**config.mk**
```make
export PLATFORM = sky130hd
export DESIGN_NAME = hcb_ctrl
export DESIGN_NICKNAME = d
export VERILOG_FILES = /design/src/sv/hcb_pkg.sv /design/src/sv/hcb_ctrl.sv
export SDC_FILE = /design/constraint.sdc
export NUM_CORES = 1
export LEC_CHECK = 0
export BUFFER_PORTS_ARGS = -buffer_cell sky130_fd_sc_hd__buf_2
export CAP_MARGIN = 20
export CELL_PAD_IN_SITES_DETAIL_PLACEMENT = 1
export CELL_PAD_IN_SITES_GLOBAL_PLACEMENT = 2
export CORE_MARGIN = 2
export CORE_UTILIZATION = 29
export DETAILED_ROUTE_END_ITERATION = 7
export GPL_ROUTABILITY_DRIVEN = 0
export PLACE_DENSITY_LB_ADDON = 0.1
export RECOVER_POWER = 25
export SLEW_MARGIN = 20
export SYNTH_ARGS = -nofsm -noshare
export SYNTH_HDL_FRONTEND = slang
export SYNTH_SLANG_ARGS = --single-unit
```
**constraint.sdc**
```tcl
create_clock -name clk -period 3.3 [get_ports clk]
set_clock_uncertainty 0.2 [all_clocks]
set_input_delay 0.33 -clock clk [delete_from_list [all_inputs] [get_ports clk]]
set_output_delay 0.33 -clock clk [all_outputs]
set_load 0.01 [all_outputs]
```
**src/sv/hcb_pkg.sv**
```systemverilog
`default_nettype none
// ----------------------------------------------------------------------------
// Huffman code builder package
// Shared widths, codes, controller states and the command and status structs.
// ----------------------------------------------------------------------------
package hcb_pkg;

	localparam int SYM_W     = 8;
	localparam int NODE_W    = 9;
	localparam int FREQ_W    = 24;
	localparam int WEIGHT_W  = 32;
	localparam int CODE_W    = 32;
	localparam int LEN_W     = 6;
	localparam int PLEN_W    = 9;
	localparam int MAX_CODE_LEN = 32;
	localparam int NUM_SYMBOLS  = 1 << SYM_W;
	localparam int NUM_NODES    = 2 * NUM_SYMBOLS - 1;

	typedef enum logic [1:0] {
		ACT_LOAD   = 2'd0,
		ACT_BUILD  = 2'd1,
		ACT_READ   = 2'd2,
		ACT_DECODE = 2'd3
	} action_t;

	typedef enum logic [1:0] {
		ST_OK        = 2'd0,
		ST_EMPTY     = 2'd1,
		ST_TOO_LONG  = 2'd2,
		ST_NOT_FOUND = 2'd3
	} status_t;

	typedef enum logic [4:0] {
		S_IDLE,
		S_LOAD,
		S_RD_A,
		S_RD_B,
		S_DEC_A,
		S_DEC_B,
		S_DEC_C,
		S_B_INIT,
		S_LEAF_RD,
		S_LEAF_WR,
		S_B_CHECK,
		S_SCAN_START,
		S_SCAN,
		S_REMOVE,
		S_MOVE,
		S_MERGE,
		S_B_ROOT,
		S_P_RD,
		S_P_EVAL,
		S_P_ONE,
		S_P_DONE
	} state_t;

	typedef struct packed {
		state_t op;
		logic   accept;
	} cmd_t;

	typedef struct packed {
		logic sym_last;
		logic pool_empty;
		logic pool_one;
		logic scan_last;
		logic second;
		logic built;
		logic root_leaf;
		logic node_leaf;
		logic idx_zero;
	} sts_t;

	typedef struct packed {
		logic [NODE_W-1:0] c0;
		logic [NODE_W-1:0] c1;
		logic              leaf;
		logic [SYM_W-1:0]  sym;
	} node_t;

	typedef struct packed {
		logic [WEIGHT_W-1:0] weight;
		logic [NODE_W-1:0]   idx;
	} pool_t;

	typedef struct packed {
		logic [CODE_W-1:0] bits;
		logic [PLEN_W-1:0] len;
	} path_t;

	typedef struct packed {
		logic [CODE_W-1:0] bits;
		logic [LEN_W-1:0]  len;
	} code_t;

endpackage
`default_nettype wire

```
**src/sv/hcb_ctrl.sv**
```systemverilog
`default_nettype none
// ----------------------------------------------------------------------------
// Huffman code builder controller
// Sequences loads, code reads, decode steps and the multi-phase tree build.
// ----------------------------------------------------------------------------
module hcb_ctrl (
	input  wire logic              clk,
	input  wire logic              arst_n,
	input  wire logic              start,
	input  wire logic [1:0]        action,
	input  wire hcb_pkg::sts_t     sts,
	output hcb_pkg::cmd_t          cmd,
	output logic                   busy
);

	hcb_pkg::state_t state_q, state_d;

	always_ff @(posedge clk or negedge arst_n) begin
		if (!arst_n) begin
			state_q <= hcb_pkg::S_IDLE;
		end else begin
			state_q <= state_d;
		end
	end

	always_comb begin
		state_d    = state_q;
		cmd.op     = state_q;
		cmd.accept = 1'b0;
		busy       = (state_q != hcb_pkg::S_IDLE);
		case (state_q)
			hcb_pkg::S_IDLE: begin
				if (start) begin
					cmd.accept = 1'b1;
					case (action)
						hcb_pkg::ACT_LOAD:  state_d = hcb_pkg::S_LOAD;
						hcb_pkg::ACT_BUILD: state_d = hcb_pkg::S_B_INIT;
						hcb_pkg::ACT_READ:  state_d = hcb_pkg::S_RD_A;
						default:            state_d = hcb_pkg::S_DEC_A;
					endcase
				end
			end
			hcb_pkg::S_LOAD:  state_d = hcb_pkg::S_IDLE;
			hcb_pkg::S_RD_A:  state_d = hcb_pkg::S_RD_B;
			hcb_pkg::S_RD_B:  state_d = hcb_pkg::S_IDLE;
			hcb_pkg::S_DEC_A: begin
				if (!sts.built || sts.root_leaf) begin
					state_d = hcb_pkg::S_IDLE;
				end else begin
					state_d = hcb_pkg::S_DEC_B;
				end
			end
			hcb_pkg::S_DEC_B:   state_d = hcb_pkg::S_DEC_C;
			hcb_pkg::S_DEC_C:   state_d = hcb_pkg::S_IDLE;
			hcb_pkg::S_B_INIT:  state_d = hcb_pkg::S_LEAF_RD;
			hcb_pkg::S_LEAF_RD: state_d = hcb_pkg::S_LEAF_WR;
			hcb_pkg::S_LEAF_WR: begin
				state_d = sts.sym_last ? hcb_pkg::S_B_CHECK : hcb_pkg::S_LEAF_RD;
			end
			hcb_pkg::S_B_CHECK: begin
				if (sts.pool_empty) begin
					state_d = hcb_pkg::S_IDLE;
				end else if (sts.pool_one) begin
					state_d = hcb_pkg::S_B_ROOT;
				end else begin
					state_d = hcb_pkg::S_SCAN_START;
				end
			end
			hcb_pkg::S_SCAN_START: state_d = hcb_pkg::S_SCAN;
			hcb_pkg::S_SCAN: begin
				if (sts.scan_last) begin
					state_d = hcb_pkg::S_REMOVE;
				end
			end
			hcb_pkg::S_REMOVE: state_d = hcb_pkg::S_MOVE;
			hcb_pkg::S_MOVE: begin
				state_d = sts.second ? hcb_pkg::S_MERGE : hcb_pkg::S_SCAN_START;
			end
			hcb_pkg::S_MERGE: begin
				state_d = sts.pool_empty ? hcb_pkg::S_B_ROOT : hcb_pkg::S_SCAN_START;
			end
			hcb_pkg::S_B_ROOT: state_d = hcb_pkg::S_P_RD;
			hcb_pkg::S_P_RD:   state_d = hcb_pkg::S_P_EVAL;
			hcb_pkg::S_P_EVAL: begin
				if (!sts.node_leaf) begin
					state_d = hcb_pkg::S_P_ONE;
				end else if (sts.idx_zero) begin
					state_d = hcb_pkg::S_P_DONE;
				end else begin
					state_d = hcb_pkg::S_P_RD;
				end
			end
			hcb_pkg::S_P_ONE: begin
				state_d = sts.idx_zero ? hcb_pkg::S_P_DONE : hcb_pkg::S_P_RD;
			end
			hcb_pkg::S_P_DONE: state_d = hcb_pkg::S_IDLE;
			default:           state_d = hcb_pkg::S_IDLE;
		endcase
	end

endmodule
`default_nettype wire

```
Yosys cells after proc, flatten, opt, wreduce, memory -nomap -nowiden
Index checks and enable logic that the tools add are counted.
- output and inout port bits: 7
- bits in registers: 5
- logic and storage cells: 41
- equal/unequal tests: 20
- multiplexer cells: 14
- reduce and logical (&&, ||, !) cells: 6
- operator list (operator ; number):
    $pmux 5 s17 ; 1
    $eq 5x4->1 const B ; 8
    $mux 5 ; 5
    $eq 5x5->1 const B ; 4
    $eq 5x3->1 const B ; 3
    $mux 3 ; 4
    $pmux 3 s3 ; 1
    $eq 5x2->1 const B ; 1
    $logic_not 5->1 ; 1
    $reduce_bool 5->1 ; 1
    $ne 2x2->1 const B ; 2
    $eq 2x1->1 const B ; 1
    $eq 2x2->1 const B ; 1
    $logic_not 2->1 ; 1
    $mux 1 ; 2
    $mux 2 ; 1
    $reduce_and 2->1 ; 1
    $logic_not 1->1 ; 1
    $logic_or 1x1->1 ; 1

Logic depth before layout (Yosys ltp)
Gate-level depths: netlist of the first run.
- depth after elaboration: 4
- mapped depth: 6

Worst setup path before layout of the first run
No wires, ideal clock.
- kind: register -> output
- start point: register state_q[2]
- end point: output cmd[0] (netlist bit)
- arrival time: 1.162 ns
- path buffers: 0
- slack: 1.608 ns
- stages on the path, launching flop included: 4
- cells stage by stage: dfrtp_1 -> or2_4 -> nor4_4 -> and2_1
- RTL lines (element ; line ; text):
    from (decl) ; hcb_ctrl.sv:16 ; hcb_pkg::state_t state_q, state_d;
    from (signal assigned) ; hcb_ctrl.sv:20 ; state_q <= hcb_pkg::S_IDLE;
    from (signal assigned) ; hcb_ctrl.sv:22 ; state_q <= state_d;
    to (decl) ; hcb_ctrl.sv:12 ; output hcb_pkg::cmd_t cmd,

==> key figures, run 1 <==
Place
  – Pre-CTS setup slack: 1.35 ns
  – DP Cell Count: 120
  – I/O Buffers: 20
  – Post-DP HPWL: 1270 um

Detailed routing
  – Detail Route Antenna Nets: 0
  – WL/cell: 13.2 um
  – Routed vias: 652
  – DRT Pass-1 Iters: 3
  – DRT iter0 DRCs: 12
  – DRC: 0
  – Final wirelength: 1650 um
  – Vias/cell: 5.22

Critical path
  – Crit path max fanout: 17
  – CP required: 2.77 ns
  – R2R Setup Slk: 1.44 ns
  – Crit path launch type: flop
  – Setup CP Type: reg -> out
  – Register-to-Register Path Depth: 4
  – Cell chain of the critical path: or2_4 > nor4_4 > and2_1 > buf_2
  – Slowest-stage cell, CP: dfrtp_1
  – CP Data Arrival Time: 1.67 ns
  – Crit path largest cell delay: 0.54 ns
  – Crit path capture type: output port

Cells and area
  – Filler Cell Count: 275
  – N_diodes: 0
  – Final nets: 115
  – Area growth syn-to-layout: 15.7%
  – Max FFs per register: 5
  – Top flop regs: state_q: 5 flops
  – Commonest cells after routing, fill and taps aside: 19 x buf_2, 8 x nor2_1, 7 x inv_1
  – Commonest non-fill, non-tap cell in the layout: buf_2
  – Final Core Density: 34.7%
  – Layout cells sized above 1: 28.9%
  – Non-Filler Instances: 125
  – Reg with most FFs: state_q

Floorplanning
  – Die area: 2610 sq um
  – Initial Util: 30.0%
  – Core area: 2150 sq um
  – Die Width: 51.1 um
  – Ports: 21
  – Placement row count: 17
  – Die Ht: 51.1 um

GRT
  – GRT Total Usage: 14.1%
  – First-pass GRT wire length: 2790 um
  – Total gr overflow: 0
  – Vias in the first global route: 608
  – Largest net degree at the start of global routing: 21
  – Initial antenna violation count: 0

STA
  – Final worst setup slack: 1.10 ns
  – Slew margin rel.: 57.9%
  – TNS Setup: 0 ns
  – Fin. Hold Viols: 0
  – Crit path time final: 2.20 ns
  – Unrepaired setup endpoints after global routing: no
  – Setup-failing EPs final: 0
  – Final worst path period share: 66.7%
  – Highest clock rate: 454 MHz
  – Tightest Pin Transition: 0.632 ns
  – Max-slew violation count: 0

Clocking
  – Number of clock sinks: 5
  – Root Buffer: clkbuf_4
  – Reg clk slew, reported paths: 0.04 ns
  – CTS resizes: 0
  – CTS tree: done
  – H-tree Lvls: 1
  – CTS Buf Count: 3
  – Clk buf depth: 2
  – Skew-Pair Late Insertion Delay: 0.24 ns

Power
  – Design Power: 0.000523 W
  – Leakage Power: 0.320 nW
  – PwrDens: 702 nW/um^2
  – VDD IR max: 0.242 mV

Run
  – Max cap viols: 0

Synth
  – Asr flop ratio synth: 100%
  – Synthesis warning total: 0
  – Seq/Total Area, Yosys: 19.4%
  – Mapped Cells: 78
  – FF+latch count, synth: 5
  – Mapped Area: 644 sq um
  – EDFF count, synth: 0
  – Primary FF master, synth: dfrtp_1
  – Number of distinct library cells after synthesis: 34
  – Syn Nets: 95
  – Syn Area/Cell: 8.26 sq um

Outcome
  – Run status: complete, no violations

Worst hold path
  – Worst Hold Class: in -> async
[power breakdown]
group	switching [W]	internal (W)	leakage [nW]	total, W
Clock	0.0000235	0.0000456	0.0150	0.0000691
Sequential	0.0000832	0.0000801	0.0671	0.000163
Combinational	0.000147	0.000144	0.238	0.000291
[routing by layer]
metal  vias up  global-route usage (%)  part of all wire [%]
met5         -                       0                     0
met1       315                    19.1                    49
met2         8                    22.1                    48
met3         0                    3.51                   3.4
met4         0                    4.05                     0
li1        329                       -                     -
[kinds of logic after synthesis]
kind of cell	Yosys count	share of synthesized area, %
simple gates	30	30.1
mux	1	1.55
fa+ha+maj	3	5.83
buf+inv	13	14.8
compound gates	26	28.4
flops	5	19.4
[stage by stage]
step / cell area (sq um) / hold WS [ns]
final: 746 / 0.271
after global routing: 746 / 0.287
after CTS: 747 / 0.226
after detailed placement: 711 / -0.0503
after global placement: 711 / -0.0579
after floorplan: 644 / -0.166
[repair_timing]
action,CTS,global route
setup buffers,0,0
hold endpoints to repair,5,0
hold buffers,1,0
[worst paths after layout]
check | startpoint | end
setup / recovery | state_q[2] | cmd[0]
hold / removal | arst_n | state_q[0]
setup reg to reg | state_q[1] | state_q[0]
hold reg to reg | state_q[4] | state_q[3]
max in group asynchronous | arst_n | state_q[2]
min in group clk | sts[7] | state_q[4]
[final cells by class]
class	instances	area, sq um	area share (%)
Inverter	7	26.3	3.52
Timing Repair Buffer	21	109	14.6
Sequential cell	5	125	16.8
Clock buffer	4	26.3	3.52
Multi-Input combinational cell	60	424	56.9
Tap cell	28	35.0	4.70
[worst max-delay path, delay by kind of cell, from the launching register on]
family,cells,cell delay [ns]
buf+inv,1,0.12
flops,1,0.54
simple gates,3,0.77
[synth_stat cells (2+ instances only)]
library cell / instances / area share, %
a31oi_1: 3 / 2.9
clkbuf_8: 2 / 4.3
buf_6: 3 / 5.2
a211oi_1: 3 / 3.5
nand2b_1: 2 / 1.9
o21ai_1: 4 / 3.1
o211ai_1: 2 / 2.3
o21ai_0: 3 / 2.3
nand3b_1: 3 / 3.5
nor3_1: 3 / 2.3
o2111ai_1: 2 / 2.7
ha_1: 3 / 5.8
dfrtp_1: 5 / 19
nand2_1: 4 / 2.3
nor2_1: 8 / 4.7
inv_1: 7 / 4.1
a21oi_1: 4 / 3.1
No activity file was read; power rests on OpenSTA's default activity.
==> run 2, diff against run 1 <==
--- a/config.mk
+++ b/config.mk
@@ -10,7 +10,7 @@
 export CELL_PAD_IN_SITES_DETAIL_PLACEMENT = 1
 export CELL_PAD_IN_SITES_GLOBAL_PLACEMENT = 2
 export CORE_MARGIN = 2
-export CORE_UTILIZATION = 29
+export CORE_UTILIZATION = 25
 export DETAILED_ROUTE_END_ITERATION = 7
 export GPL_ROUTABILITY_DRIVEN = 0
 export PLACE_DENSITY_LB_ADDON = 0.1
==> constraint.sdc (replaced) <==
create_clock -name clk -period 1.88 [get_ports clk]
set_clock_uncertainty 0.2 [all_clocks]
set_input_delay 0.188 -clock clk [delete_from_list [all_inputs] [get_ports clk]]
set_output_delay 0.188 -clock clk [all_outputs]
set_load 0.01 [all_outputs]
==> run 2 against run 1 <==
  * Final cell count rose by 10%
  * Sequential power grew 33%
  * Routed wire length grew 17%
  * Combinational power increased to 2.6 times the previous value
  * First-iteration DRC count shrank 17%
  * Critical path depth stayed put
  * Worst hold slack got worse by 0.15 ns
  * Via count up 5.7%
  * Clock-buffer cell count unchanged
==> key figures, run 2 (synthesized netlist as in run 1, its figures left out) <==
Outcome
  – Run status: complete, no violations

Run
  – Max cap viols: 0

Worst hold path
  – Worst Hold Class: in -> reg

Cells and area
  – Commonest cells after routing, fill and taps aside: 19 x buf_2, 11 x buf_4, 8 x nor2_1
  – Non-Filler Instances: 138
  – Commonest non-fill, non-tap cell in the layout: buf_2
  – Layout cells sized above 1: 38.9%
  – Post-route cell area: 835 sq um
  – Filler Cell Count: 331
  – Sequential Area: 129 sq um
  – Area growth syn-to-layout: 29.5%
  – Top flop regs: state_q: 5 flops
  – Final Core Density: 34.0%
  – N_diodes: 0
  – Multi-input logic area: 424 sq um
  – Max FFs per register: 5
  – Final nets: 126
  – Reg with most FFs: state_q

STA
  – Highest clock rate: 558 MHz
  – Final worst path period share: 95.3%
  – Setup-failing EPs final: 0
  – Slew margin rel.: 78.7%
  – Fin. Hold Viols: 0
  – Unrepaired setup endpoints after global routing: yes
  – Crit path time final: 1.79 ns
  – Max-slew violation count: 0
  – Tightest Pin Transition: 0.319 ns
  – TNS Setup: 0 ns

Critical path
  – Crit path capture type: output port
  – Crit path max fanout: 4
  – CP required: 1.49 ns
  – Setup CP Type: reg -> out
  – CP Data Arrival Time: 1.40 ns
  – Crit path launch type: flop

Detailed routing
  – WL/cell: 14.1 um
  – Routed vias: 689
  – Max layer used: met3
  – DRC: 0
  – Met3 wire len: 65 um
  – Met2 wire length: 908 um
  – DRT Pass-1 Iters: 4
  – Vias/cell: 4.99
  – DRT iter0 DRCs: 10
  – Final wirelength: 1940 um
  – Metal1 wirelength: 969 um
  – Detail Route Antenna Nets: 0

Power
  – Leakage Power: 0.372 nW
  – VDD IR max: 0.417 mV
  – PwrDens: 1330 nW/um^2

GRT
  – Total gr overflow: 0
  – Largest net degree at the start of global routing: 13
  – Initial antenna violation count: 0
  – GRT Total Usage: 14.8%
  – Vias in the first global route: 672
  – First-pass GRT wire length: 3130 um

Place
  – Cell Area, Placed: 758 sq um
  – I/O Buffers: 20
  – Post-DP HPWL: 1530 um
  – DP Cell Count: 128

Floorplanning
  – Die Width: 54.8 um
  – Die area: 3000 sq um
  – Placement row count: 18
  – Core area: 2450 sq um
  – Ports: 21
  – Die Ht: 54.8 um
  – Initial Util: 26.2%

Clocking
  – CTS tree: done
  – Clk buf depth: 2
  – Root Buffer: clkbuf_4
  – Reg clk slew, reported paths: 0.04 ns
  – H-tree Lvls: 1
  – Skew-Pair Late Insertion Delay: 0.24 ns
  – CTS Buf Count: 3
  – Number of clock sinks: 5
## run 2: cell count changes in the layout (fill, tap and decap cells not counted), sizes merged
cell / delta
buf: +11
## run 2: final timing paths
kind / from / cells past startpoint / end / slack [ns]
min in group asynchronous: arst_n / 2 / state_q[2] / 0.14
max in group asynchronous: arst_n / 2 / state_q[1] / 1.11
worst max-delay path: state_q[3] / 4 / cmd[0] / 0.09
worst min register to register: state_q[2] / 3 / state_q[4] / 0.58
worst max register to register: state_q[3] / 6 / state_q[1] / 0.18
worst min-delay path: sts[7] / 3 / state_q[4] / 0.12
## run 2: where the power goes
group          internal [W]  leakage [nW]  switching, W
sequential         0.000146        0.0624     0.0000711
combinational      0.000389         0.295      0.000380
clock             0.0000801        0.0150     0.0000414
## run 2: worst max-delay path, stage by stage, from the launching register on
cell and delay [ns]:
dfrtp_2 0.40, or2_4 0.27, nor4_4 0.21, and2_1 0.17, buf_2 0.12
## run 2: per-layer routing
layer	vias to the layer above	GRT usage, %
met1	328	20.4
met3	0	1.64
met4	0	5.00
met5	-	0
li1	348	-
met2	13	23.8
## run 2: final cells by class
| type | count | area share, % |
|---|---|---|
| multi-input combinational | 60 | 50.8 |
| timing repair buffer | 32 | 22.9 |
| sequential | 5 | 15.4 |
| tap | 30 | 4.50 |
| clock buffer | 4 | 3.15 |
| inverter | 7 | 3.15 |
## run 2: timing repair
item,CTS,global route
endpoints found under the hold margin,5,0
resized for setup,1,2
pin swaps,3,2
setup endpoints to repair,2,2
buffers inserted,4,1
hold buffers,1,0
## run 2: per-stage QoR
stage | hold slack, ns | worst slack (ns) | total power (W)
2_1_floorplan | -0.308 | 0.330 | 0.000706
3_5_place_dp | -0.188 | 0.158 | 0.000882
4_1_cts | 0.0912 | -0.0670 | 0.00110
6_report | 0.118 | 0.0877 | 0.00111
3_3_place_gp | -0.191 | 0.163 | 0.000881
5_1_grt | 0.156 | -0.0140 | 0.00122
